## src/design/sgm_pkg.sv

```systemverilog
// shared types and constants for the sobel gradient magnitude block
`timescale 1ns / 1ps

package sgm_pkg;

    localparam int PIX_W = 8;
    localparam int SUM_W = PIX_W + 2;
    localparam int MAG_W = 11;
    localparam int CFG_W = 11;
    localparam int LS_W  = 2 * PIX_W;

    localparam logic [CFG_W-1:0] CFG_WIDTH_RESET  = 11'd640;
    localparam logic [CFG_W-1:0] CFG_HEIGHT_RESET = 11'd480;

    localparam int OUT_DEPTH = 4;
    localparam int OUT_AW    = 2;
    localparam int OUT_CW    = 3;

    typedef enum logic [0:0] {
        CFG_IMAGE_WIDTH  = 1'b0,
        CFG_IMAGE_HEIGHT = 1'b1
    } t_cfg_idx;

    typedef struct packed {
        logic valid;
        logic res;
        logic last;
    } t_stage_ctl;

    typedef struct packed {
        logic [MAG_W-1:0] magnitude;
        logic             last;
    } t_result;

endpackage

```

## src/design/sgm_out_fifo.sv

```systemverilog
// small result queue between the kernel and the output channel
`timescale 1ns / 1ps

module sgm_out_fifo
    import sgm_pkg::*;
(
    input  logic              i_clk,
    input  logic              i_rst_n,
    input  logic              i_push,
    input  t_result           i_data,
    input  logic              i_pop,
    output logic              o_valid,
    output t_result           o_data,
    output logic [OUT_CW-1:0] o_count
);

    t_result           r_mem [OUT_DEPTH];
    logic [OUT_AW-1:0] r_wptr;
    logic [OUT_AW-1:0] r_rptr;
    logic [OUT_CW-1:0] r_count;
    logic              w_pop;

    assign w_pop = i_pop && (r_count != '0);

    always_ff @(posedge i_clk) begin
        if (i_push) begin
            r_mem[r_wptr] <= i_data;
        end
    end

    always_ff @(posedge i_clk) begin
        if (!i_rst_n) begin
            r_wptr  <= '0;
            r_rptr  <= '0;
            r_count <= '0;
        end else begin
            if (i_push) begin
                r_wptr <= r_wptr + OUT_AW'(1);
            end
            if (w_pop) begin
                r_rptr <= r_rptr + OUT_AW'(1);
            end
            case ({i_push, w_pop})
                2'b10:   r_count <= r_count + OUT_CW'(1);
                2'b01:   r_count <= r_count - OUT_CW'(1);
                default: r_count <= r_count;
            endcase
        end
    end

    assign o_valid = (r_count != '0);
    assign o_data  = r_mem[r_rptr];
    assign o_count = r_count;

endmodule

```

## config.mk

```make
export PLATFORM = sky130hd
export DESIGN_NAME = sgm_out_fifo
export DESIGN_NICKNAME = d
export VERILOG_FILES = /design/src/design/sgm_pkg.sv /design/src/design/sgm_out_fifo.sv
export SDC_FILE = /design/constraint.sdc
export NUM_CORES = 1
export LEC_CHECK = 0
export BUFFER_PORTS_ARGS = -buffer_cell sky130_fd_sc_hd__clkbuf_2
export CORE_MARGIN = 10
export CORE_UTILIZATION = 34
export DETAILED_ROUTE_END_ITERATION = 10
export GPL_TIMING_DRIVEN = 0
export PLACE_DENSITY = 0.56
export SYNTH_ARGS = -nofsm -noshare
export SYNTH_HDL_FRONTEND = slang
export SYNTH_SLANG_ARGS = --single-unit
```

## constraint.sdc

```tcl
create_clock -name i_clk -period 5.1 [get_ports i_clk]
set_input_delay 0.51 -clock i_clk [delete_from_list [all_inputs] [get_ports i_clk]]
set_output_delay 0.51 -clock i_clk [all_outputs]
set_load 0.03 [all_outputs]
```

# Word-level counts from Yosys, hierarchy flattened

Memories as Yosys holds them, arrays and structs flattened. A register that Yosys moved wholly into a read port is not among the register bits.
Cells that the tools add are included.

Reductions and logical operators: 3
$add $sub $neg: 4
Eq/ne operators: 2
Multiplexer cells: 5

Operator list:

| cell                                                 | count |
|---|---|
| case mux 3 bit (2 select lines)                      | 1 |
| adder 2 x 1 -> 2 bit (second input constant)         | 2 |
| 2-to-1 mux 2 bit                                     | 2 |
| adder 3 x 1 -> 3 bit (second input constant)         | 1 |
| nonzero test 3 bit                                   | 1 |
| subtractor 3 x 1 -> 3 bit (second input constant)    | 1 |
| equality test 2 x 1 -> 1 bit (second input constant) | 1 |
| equality test 2 bit (second input constant)          | 1 |
| 2-to-1 mux 1 bit                                     | 2 |
| nonzero test 2 bit                                   | 1 |
| logical AND 1 bit                                    | 1 |

Logic and storage cells: 18
Output and inout bits: 16
Flip-flop bits (word level): 7
Bits in writable memories: 48
Memories kept: 1
Input bits: 16

Memory list:

| name  | depth | bits a word | read ports | clocked after Yosys merged registers in | wr ports | line               | text |
|---|---|---|---|---|---|---|---|
| r_mem | 4     | 12          | 1          | 1                                       | 1        | sgm_out_fifo.sv:17 | `t_result r_mem [OUT_DEPTH];` |

# Depth between registers and ports, before layout

Depth after elaboration: 4
Gate-level depth with buffers: 7
Depth with buffers taken out: 7

# Worst setup path before layout

OpenSTA, ideal clock, no wires.

Kind: register to register
Start: register r_count[0], in the netlist o_count[0]
End: register r_count[2], in the netlist o_count[2]
Slack: 3.064 ns
Library setup time: 0.076 ns
Required time: 5.024 ns
Arrival: 1.961 ns
Cell stages (with the launch flop): 8
Clock period less this slack: 2.036 ns
Path buffers: 0
Path through: dfxtp_1 -> o31a_1 -> ha_1 -> inv_1 -> fa_1 -> xor2_1 -> or3_1 -> a21boi_0

Word-level cells in the longest chain between the ends: 4
Elaborated cells on any way between the ends: 8
Those cells by class: add/sub (2); eq/ne (2); mux (1); reduce/logical (3)

Ends and longest elaborated chain:

| item                                                                         | line               | text |
|---|---|---|
| start: declaration                                                           | sgm_out_fifo.sv:20 | `logic [OUT_CW-1:0] r_count;` |
| start signal: assignment                                                     | sgm_out_fifo.sv:44 | `2'b10: r_count <= r_count + OUT_CW'(1);` |
| start signal: assignment                                                     | sgm_out_fifo.sv:45 | `2'b01: r_count <= r_count - OUT_CW'(1);` |
| start signal: assignment                                                     | sgm_out_fifo.sv:46 | `default: r_count <= r_count;` |
| nonzero test 3 bit *                                                         | sgm_out_fifo.sv:23 | `assign w_pop = i_pop && (r_count != '0);` |
| logical AND 1 bit *                                                          | sgm_out_fifo.sv:23 |  |
| via w_pop                                                                    | sgm_out_fifo.sv:21 | `logic w_pop;` |
| equality test 2 x 1 -> 1 bit / equality test 2 bit (equally long branches)   | sgm_out_fifo.sv:43 | `case ({i_push, w_pop})` |
| case mux 3 bit (2 select lines) / nonzero test 2 bit (equally long branches) | --                 |  |

Mark *: on every way through the listed nets, which the timed path passes. The rest lies on a longest branch.
A chain may end at the register's enable or synchronous reset.

==> metrics.txt <==
status=completed; cell breakdown of the critical path=buf_6 -> mux4_2 -> clkbuf_2; Net Count, Synth=130; GR Util met3=roughly 3.6%; Post-Syn Instances=108; clock root buffer=clkbuf_8; CP endpoint kind=primary output; Internal=just over 1 mW; maximum VDD drop=approximately 0.23 mV; Crit path max-delay family=multiplexers; final hold vios=0; Post-CTS Setup Bufs=0; CTS clock-pin slew for the worst setup and hold paths=0.06 ns; PortBufs=31; post-synthesis instance area=0.00220 sq mm; Slowest cell on crit path=mux4_2; Clock Sinks=57; final WL=3870 microns; clk buf depth=2; worst hold-check path type=primary input to register; dpl hpwl=around 2700 microns; num ports=32; Vias/cell=between 4 and 5; leakage power=0.978 nW; Reg2Reg Depth=7; Worst EP arrival=1.68 ns; Worst Path Required=4.59 ns; die extent in y=100 microns; critical path depth=3; Distinct cells, synth=20; fmax=0.457 GHz; syn_area_per_cell=20.4 sq um; ANT cells=0; slew of the pin with the lowest slew margin=0.682 ns; ANT nets after route=0; core area=about 0.0063 sq mm; sequential share of power=about two fifths; minimum clock period after layout=2.19 ns; total CTS buffers=9; Final Setup Violations=0; Storage cell area=approximately 0.0016 sq mm; register area share after synthesis=between 70% and 80%; Filler cells=approximately 560; Remaining Overflow, GRT=0; GPL Wtd Cong=0.668; initial antenna violation count=0; synth warn=0; area of the multi-input gates=approximately 540 sq um; Crit Path Max Fanout=10; TritonRoute pass-1 iters=4; main flop type after synthesis=edfxtp_1; via count=1093; number of synthesized flops with an enable pin=between 40 and 50; maxcap violations=0; H-Tree Level Count=3; Top Usage Layer GRT=met2; crit share post-route=42.9%; largest net degree at the start of global routing=13; clock network power share=between 30% and 40%; Comb power frac=22.9%; Clock Latency Late Sink=0.33 ns; area growth from synthesis to layout=23.3%; TritonCTS clock tree=done; number of global-route vias before repair=1258; Max Slew Vio Count=0; Seq cells post-synth=57; switching share of power=28.0%; DR iter-0 viols=24; Resized cells post-CTS=0; Initial Util=34.9%; pwr dens=518 mW/mm^2; Setup crit start kind=register; CP bufs+invs=2; Worst Hold Slack=between 0.3 and 0.4 ns; worst hold path depth=1; die area=0.0101 sq mm; met2 global-route usage=13.6%; DRC violations left=0; crit-path max cell delay=around 0.53 ns; Net Sw Power=0.395 mW; unrepaired setup endpoints after global routing=false; die width=100 microns; # rows=29; Slew HR=54.5%; ys async rst share=0%; DR WL/cell=16.7 microns; Setup CP Type=register to primary output; Post-CTS Hold Buffers=0; fraction of layout cells with a size suffix above 1=38.7%; Nets=172; Worst Skew=0.00398 ns; GRT met1 Usage=between 8 and 9%; most frequent cells in the layout=48 x edfxtp_1, 31 x clkbuf_2, 11 x clkbuf_8, 10 x mux4_2, 9 x dfxtp_1; first-pass GRT wire length=6180 microns; TNS Setup=0 ns; GRT Overall Usage=8.31%; commonest non-fill, non-tap cell in the layout=edfxtp_1
-- sequential cells by signal, indices dropped and copies added, names as in the netlist, named ones only --
signal / count
r_mem: 48
o_count: 3
r_rptr: 2
r_wptr: 2
-- kinds of logic after synthesis --
group,share of synthesized area (%)
XOR/XNOR,1.99
adder cells (fa/ha/maj),3.75
multiplexers,13.1
flip-flops,73.6
buffers and inverters,1.76
AO/OA/AOI/OAI,1.93
AND/OR/NAND/NOR,3.86
-- worst register-to-register path: stages (launching register included) --
cell and delay, ns:
dfxtp_1 0.44, o31a_1 0.22, ha_1 0.20, inv_1 0.06
fa_1 0.37, xor2_1 0.15, or3_1 0.30, a21boi_0 0.18
-- metal layers --
| metal | wire, microns | vias to the layer above | part of all wire, % |
|---|---|---|---|
| met4 | 102 | 0 | 2.6 |
| met3 | 265 | 8 | 6.8 |
| met2 | 2020 | 35 | 52 |
| met5 | 0 | - | 0 |
| li1 | - | 505 | - |
| met1 | 1490 | 545 | 38 |
-- final timing paths --
kind                                  end  slack, ns               startpoint
hold reg to reg    r_wptr[1]$_SDFFE_PN0P_       0.56   r_wptr[1]$_SDFFE_PN0P_
hold / removal      r_mem[0][7]$_DFFE_PP_       0.40                i_data[7]
setup / recovery                o_data[8]       2.91                 register
setup reg to reg  o_count[2]$_SDFFE_PN0P_       3.10  o_count[1]$_SDFFE_PN0P_
-- cell type report --
class	count	share of cell area, %
Sequential cell	57	59.7
Inverter	6	0.829
Buffer	2	0.599
Tap cell	77	3.55
Multi-Input combinational cell	43	20.0
Clock inverter	2	1.29
Clock buffer	14	8.34
Timing Repair Buffer	31	5.71
-- stage by stage --
step	power, mW	std cells	setup slack [ns]	util (%)	cell area, sq um
global route	1.48	232	2.81	43.0	2720
global placement	0.904	216	3.04	38.9	2450
detailed placement	0.915	216	2.95	38.9	2450
CTS	1.43	232	2.88	43.0	2720
floorplan	0.822	108	3.06	-	2200
finish	1.41	232	2.91	43.0	2720
-- Yosys cell counts, drive strengths merged (2+ instances only) --
cell type,instances,area share [%]
ha,5,2.8
buf,2,0.74
o21ai,2,0.45
mux4,12,13
inv,6,1.0
edfxtp,48,65
nor2b,3,0.85
and2,8,2.3
dfxtp,9,8.2
or3,2,0.57
xnor2,3,1.2
xor2,2,0.80
-- power by group through the flow --
| stage | combinational, mW | sequential (mW) | clock (mW) |
|---|---|---|---|
| 2_1_floorplan | 0.228 | 0.594 | 0 |
| 3_3_place_gp | 0.325 | 0.579 | 0 |
| 3_5_place_dp | 0.332 | 0.583 | 0 |
| 4_1_cts | 0.332 | 0.573 | 0.524 |
| 6_report | 0.323 | 0.572 | 0.512 |
| 5_1_grt | 0.353 | 0.578 | 0.544 |
Power figures use the tool's default switching activity.
