## config.mk

```make
export PLATFORM = sky130hd
export DESIGN_NAME = sgm_window_kernel
export DESIGN_NICKNAME = d
export VERILOG_FILES = /design/src/design/sgm_pkg.sv /design/src/design/sgm_window_kernel.sv
export SDC_FILE = /design/constraint.sdc
export NUM_CORES = 1
export LEC_CHECK = 0
export BUFFER_PORTS_ARGS = -buffer_cell sky130_fd_sc_hd__buf_2
export CORE_ASPECT_RATIO = 0.9
export CORE_MARGIN = 2
export CORE_UTILIZATION = 62
export DETAILED_ROUTE_END_ITERATION = 10
export PLACE_DENSITY = 0.82
export SYNTH_ARGS = -nofsm -noshare
export SYNTH_HDL_FRONTEND = slang
export SYNTH_SLANG_ARGS = --single-unit
```

## constraint.sdc

```tcl
create_clock -name i_clk -period 15.4 [get_ports i_clk]
set_input_delay 1.54 -clock i_clk [delete_from_list [all_inputs] [get_ports i_clk]]
set_output_delay 1.54 -clock i_clk [all_outputs]
set_load 0.05 [all_outputs]
```

## src/design/sgm_pkg.sv

```systemverilog
// shared types and constants for the sobel gradient magnitude block
`timescale 1ns / 1ps

package sgm_pkg;

    localparam int PIX_W = 8;
    localparam int SUM_W = PIX_W + 2;
    localparam int MAG_W = 11;
    localparam int CFG_W = 11;
    localparam int LS_W  = 2 * PIX_W;

    localparam logic [CFG_W-1:0] CFG_WIDTH_RESET  = 11'd640;
    localparam logic [CFG_W-1:0] CFG_HEIGHT_RESET = 11'd480;

    localparam int OUT_DEPTH = 4;
    localparam int OUT_AW    = 2;
    localparam int OUT_CW    = 3;

    typedef enum logic [0:0] {
        CFG_IMAGE_WIDTH  = 1'b0,
        CFG_IMAGE_HEIGHT = 1'b1
    } t_cfg_idx;

    typedef struct packed {
        logic valid;
        logic res;
        logic last;
    } t_stage_ctl;

    typedef struct packed {
        logic [MAG_W-1:0] magnitude;
        logic             last;
    } t_result;

endpackage

```

## src/design/sgm_window_kernel.sv

```systemverilog
// 3x3 pixel window and sobel l1 magnitude
`timescale 1ns / 1ps

module sgm_window_kernel
    import sgm_pkg::*;
(
    input  logic             i_clk,
    input  logic             i_rst_n,
    input  t_stage_ctl       i_ctl,
    input  logic [PIX_W-1:0] i_up,
    input  logic [PIX_W-1:0] i_mid,
    input  logic [PIX_W-1:0] i_px,
    output logic             o_res_valid,
    output t_result          o_result
);

    logic [PIX_W-1:0] r_win [9];
    logic [PIX_W-1:0] n_win [9];
    logic             r_res_valid;
    logic             r_res_last;

    logic [SUM_W-1:0] w_right;
    logic [SUM_W-1:0] w_left;
    logic [SUM_W-1:0] w_bottom;
    logic [SUM_W-1:0] w_top;
    logic [SUM_W-1:0] w_dx;
    logic [SUM_W-1:0] w_dy;

    // shift the window left by one column, new column on the right
    always_comb begin
        for (int k = 0; k < 3; k++) begin
            n_win[k*3+0] = r_win[k*3+1];
            n_win[k*3+1] = r_win[k*3+2];
        end
        n_win[2] = i_up;
        n_win[5] = i_mid;
        n_win[8] = i_px;
    end

    always_ff @(posedge i_clk) begin
        if (!i_rst_n) begin
            for (int k = 0; k < 9; k++) begin
                r_win[k] <= '0;
            end
            r_res_valid <= 1'b0;
            r_res_last  <= 1'b0;
        end else begin
            if (i_ctl.valid) begin
                for (int k = 0; k < 9; k++) begin
                    r_win[k] <= n_win[k];
                end
            end
            r_res_valid <= i_ctl.valid && i_ctl.res;
            r_res_last  <= i_ctl.last;
        end
    end

    always_comb begin
        w_right  = {2'b00, r_win[2]} + {1'b0, r_win[5], 1'b0} + {2'b00, r_win[8]};
        w_left   = {2'b00, r_win[0]} + {1'b0, r_win[3], 1'b0} + {2'b00, r_win[6]};
        w_bottom = {2'b00, r_win[6]} + {1'b0, r_win[7], 1'b0} + {2'b00, r_win[8]};
        w_top    = {2'b00, r_win[0]} + {1'b0, r_win[1], 1'b0} + {2'b00, r_win[2]};
        w_dx     = (w_right >= w_left) ? (w_right - w_left) : (w_left - w_right);
        w_dy     = (w_bottom >= w_top) ? (w_bottom - w_top) : (w_top - w_bottom);
    end

    assign o_res_valid        = r_res_valid;
    assign o_result.magnitude = {1'b0, w_dx} + {1'b0, w_dy};
    assign o_result.last      = r_res_last;

endmodule

```

== After elaboration in Yosys (flattened, before gate mapping) ==
Memory sizes are Yosys's and may differ from the RTL's.
Cells that the tools add are included.

* Flip-flop bits (word level): 2
* RAM bits: 72
* Input port bits: 29
* Logic and storage cells: 43
* Memories kept: 1

{| class="wikitable"
|+ Memories
! name !! depth !! width !! read ports !! clocked after Yosys merged registers in !! wr ports !! RTL line !! RTL
|-
| r_win || 9 || 8 || 9 || 0 || 9 || sgm_window_kernel.sv:17 || <nowiki>logic [PIX_W-1:0] r_win [9];</nowiki>
|}

* Add/sub/neg operators: 13
* Order comparisons: 2
* Mux-type cells: 15
* Bitwise gates (word level): 9
* Reductions and logical operators: 1

{| class="wikitable"
|+ Operators with widths
! kind !! number
|-
| 8-bit two-way mux || 9
|-
| 10-bit by 8-bit adder with 10-bit output || 4
|-
| 8-bit by 9-bit adder with 10-bit output || 4
|-
| 10-bit subtractor || 4
|-
| 10-bit >= comparator || 2
|-
| 10-bit two-way mux || 2
|-
| 10-bit by 10-bit adder with 11-bit output || 1
|-
| 1-bit OR || 9
|-
| 1-bit two-way mux || 4
|-
| 1-bit logical AND || 1
|}

== Logic depth before layout (Yosys ltp) ==
* Word-level depth: 5
* Gate-level depth with buffers: 27
* Depth with buffers taken out: 26

== Worst setup path after synthesis ==
No wires, ideal clock.

* Path type: reg-to-output
* Start: memory r_win[8][1] (netlist: r_win[4][1])
* End: output o_result[9] in the netlist's numbering
* Arrival: 5.830 ns
* Data required time: 13.860 ns
* Slack: 8.030 ns
* Stages on the path, launching flop included: 26
* Cell sequence: edfxtp_1 > inv_1 > fa_1 > inv_1 > ha_1 > fa_1 > a21o_1 > a21oi_1 > o21ai_0 > a21oi_1 > xor2_1 > ha_1 > buf_6 > a211oi_2 > nor2_1 > a211o_1 > a21oi_4 > mux2i_1 > xnor2_1 > ha_1 > nor2b_1 > o21a_1 > o21ai_0 > nand2b_1 > a311o_1 > xor2_1

{| class="wikitable"
|+ RTL lines
! what !! RTL line !! RTL
|-
| start: declaration || sgm_window_kernel.sv:17 ||
|-
| end: declaration || sgm_window_kernel.sv:14 || <nowiki>output t_result o_result</nowiki>
|}

==> results.sh <==
export IMPL_ys_seq_area_share_pct=33.2
export IMPL_first_pass_iters=8
export IMPL_start_kind="flip-flop"
export IMPL_cts_hold_buf=0
export IMPL_hold_viol=0
export IMPL_die_width_um=113
export IMPL_ys_ff_latch=74
export IMPL_start_util_pct=64.2
export IMPL_finalCritPeriodShare_pct=52.4
export IMPL_min_from="r_win[2][2]$_SDFFCE_PN0P_"
export IMPL_synth_top_area_share_pct=32.6
export IMPL_async_flop_share_pct=0
export IMPL_cts_sinks=74
export IMPL_track_usage_pct=24.2
export IMPL_synth_ff_type="edfxtp_1"
export IMPL_drt_drc_violations_left=2
export IMPL_yosys_top_cells_count="ha_1 (84), and3_1 (76), edfxtp_1 (72), inv_1 (70)"
export IMPL_clkTransAtPathRegs_ns=0.06
export IMPL_place_gp_congestion=0.914
export IMPL_path_max_fanout=8
export IMPL_wirelength_um=13600
export IMPL_syn_area_per_cell_um2=10.8
export IMPL_dieArea_um2=11600
export IMPL_synth_edf_count=72
export IMPL_cts_buffer_depth=2
export IMPL_drive_above_1_share_pct=11.4
export IMPL_end_kind="primary output"
export IMPL_grt_ovfl_total=0
export IMPL_setup_viol=0
export IMPL_synthTopCellsByArea="edfxtp_1 (33%), ha_1 (16%), fa_1 (11%)"
export IMPL_use_met3_pct=3.26
export IMPL_vias=4606
export IMPL_multi_input_area_um2=4040
export IMPL_drtIter0Drc=323
export IMPL_wl_per_cell_um=17.4
export IMPL_clkLatencyLatePin_ns=0.33
export IMPL_ioPinCount=42
export IMPL_dpl_hpwl_um=10300
export IMPL_grt_pass1_wl_um=21900
export IMPL_place_port_buffers=41
export IMPL_required_ns=13.86
export IMPL_synth_nets=767
export IMPL_drv_slew=0
export IMPL_grt_use_met1_pct=31.6
export IMPL_fin_crit_ns=8.07
export IMPL_syn2layout_area_growth_pct=8.67
export IMPL_crit_arrival_ns=6.53
export IMPL_grt_pass1_vias=4551
export IMPL_fin_nets=796
export IMPL_crit_path_frequent_cell="ha_1"
export IMPL_antenna_cells=0
export IMPL_yosysMostFrequentCell="ha_1"
export IMPL_critPathKind="flip-flop to primary output"
export IMPL_final_seq_area_um2=2200
export IMPL_fmax_ghz=0.124
export IMPL_slowest_delay_ns=0.53
export IMPL_ys_types=49
export IMPL_timing_setup_tns_ns=0
export IMPL_fp_coreArea_um2=10300
export IMPL_status="finished with violations"
export IMPL_critical_path_startpoint="r_win[4][1]$_SDFFCE_PN0P_"
export IMPL_cts_resized=0
export IMPL_post_cts_buffers=0
export IMPL_antenna_found_initial=0
export IMPL_clock_skew_ns=0.00445
export IMPL_tightest_slew_ns=0.937
export IMPL_hp_class="flip-flop to flip-flop"
export IMPL_r2r_start="r_win[4][4]$_SDFFCE_PN0P_"
export IMPL_cts_buffers=9
export IMPL_cts_root_buf="clkbuf_16"
export IMPL_antenna_left=0
export IMPL_vias_per_cell=5.91
export IMPL_synth_warnings=0
export IMPL_crit_slowest_cell="fa_1"
export IMPL_row_count=35
export IMPL_violations="design-rule violations"
export IMPL_netlist_area_um2=6640
export IMPL_maxCapViolCount=0
export IMPL_grt_use_met2_pct=42.2
export IMPL_n_fill_cell=738
export IMPL_rsz0062_at_grt="no"
export IMPL_top_usage_layer="met2"
export IMPL_synth_top_cell_by_area="edfxtp_1"
export IMPL_grt_max_degree=76
export IMPL_slew_limit_headroom_pct=37.5
export IMPL_tritoncts="done"
export IMPL_htreeDepth=3
export IMPL_die_h_um=102
export IMPL_synth_cells=617
==> worst paths after layout <==
kind | to | slack [ns] | depth (start not counted)
max reg2reg | r_win[3][12]$_SDFFCE_PN0P_ | 14.41 | 1
min | r_win[1][10]$_SDFFCE_PN0P_ | 0.57 | 1
min reg2reg | r_win[1][10]$_SDFFCE_PN0P_ | 0.57 | 1
max | o_result[11] | 7.33 | 25
==> cell families after synthesis <==
logic type	share of synthesized area [%]
flops	33.2
mux	2.66
compound gates	13.2
fa+ha+maj	27.0
simple gates	10.8
xor+xnor	7.13
buf+inv	5.99
==> final cells by class <==
| cell class | count | area share, % |
|---|---|---|
| clock buffers | 9 | 3.12 |
| clock inverters | 7 | 1.41 |
| inverters | 70 | 3.64 |
| multi-input cells | 448 | 56.0 |
| flip-flops and latches | 74 | 30.5 |
| well taps | 129 | 2.24 |
| repair buffers | 43 | 3.05 |
==> through the flow <==
stage | utilization [%] | setup WS (ns) | hold slack (ns) | cell area [um2] | std cells
2_1_floorplan | - | 8.03 | 0.535 | 6640 | 617
3_3_place_gp | 66.6 | 7.99 | 0.539 | 6890 | 764
3_5_place_dp | 66.6 | 7.77 | 0.554 | 6890 | 764
4_1_cts | 69.8 | 7.40 | 0.568 | 7210 | 780
5_1_grt | 69.8 | 7.00 | 0.587 | 7210 | 780
6_report | 69.8 | 7.33 | 0.570 | 7210 | 780
==> layout by cell type, fill, tap and decap left out, types with 3 or more instances in the layout <==
cell type and count:
inv_1 70, o21bai_1 3, a31oi_1 5, a21oi_1 37, a21o_1 29, buf_2 41, and3_1 76, nor2b_1 6
ha_1 84, o21ai_0 22, a221oi_1 3, mux2i_1 15, xnor2_1 29, xor2_1 25, o211ai_1 5, edfxtp_1 72
o21a_1 10, nor2_1 8, nand3_1 4, nand2_1 17, fa_1 37, nand2b_1 5, clkbuf_16 9
==> critical path, delay by kind of cell, from the launching register on <==
family / cells / cell delay, ns
AO/OA/AOI/OAI: 11 / 2.67
XOR/XNOR: 2 / 0.38
adder cells (fa/ha/maj): 5 / 1.83
buffers and inverters: 3 / 0.34
flip-flops: 1 / 0.35
multiplexers: 1 / 0.29
AND/OR/NAND/NOR: 3 / 0.35
==> sequential cells by signal, indices dropped and copies added, names as in the netlist <==
name / count
r_win: 72
r_res_last: 1
o_res_valid: 1
==> metal layers <==
metal / wire length [um] / part of all wire, %
met1: 6220 / 46
met2: 6430 / 47
met3: 639 / 4.7
met4: 283 / 2.1
met5: 0 / 0
Power is left out: the tool's default activity adds up to more than one toggle a clock period on the data nets, which glitch-free logic cannot reach.
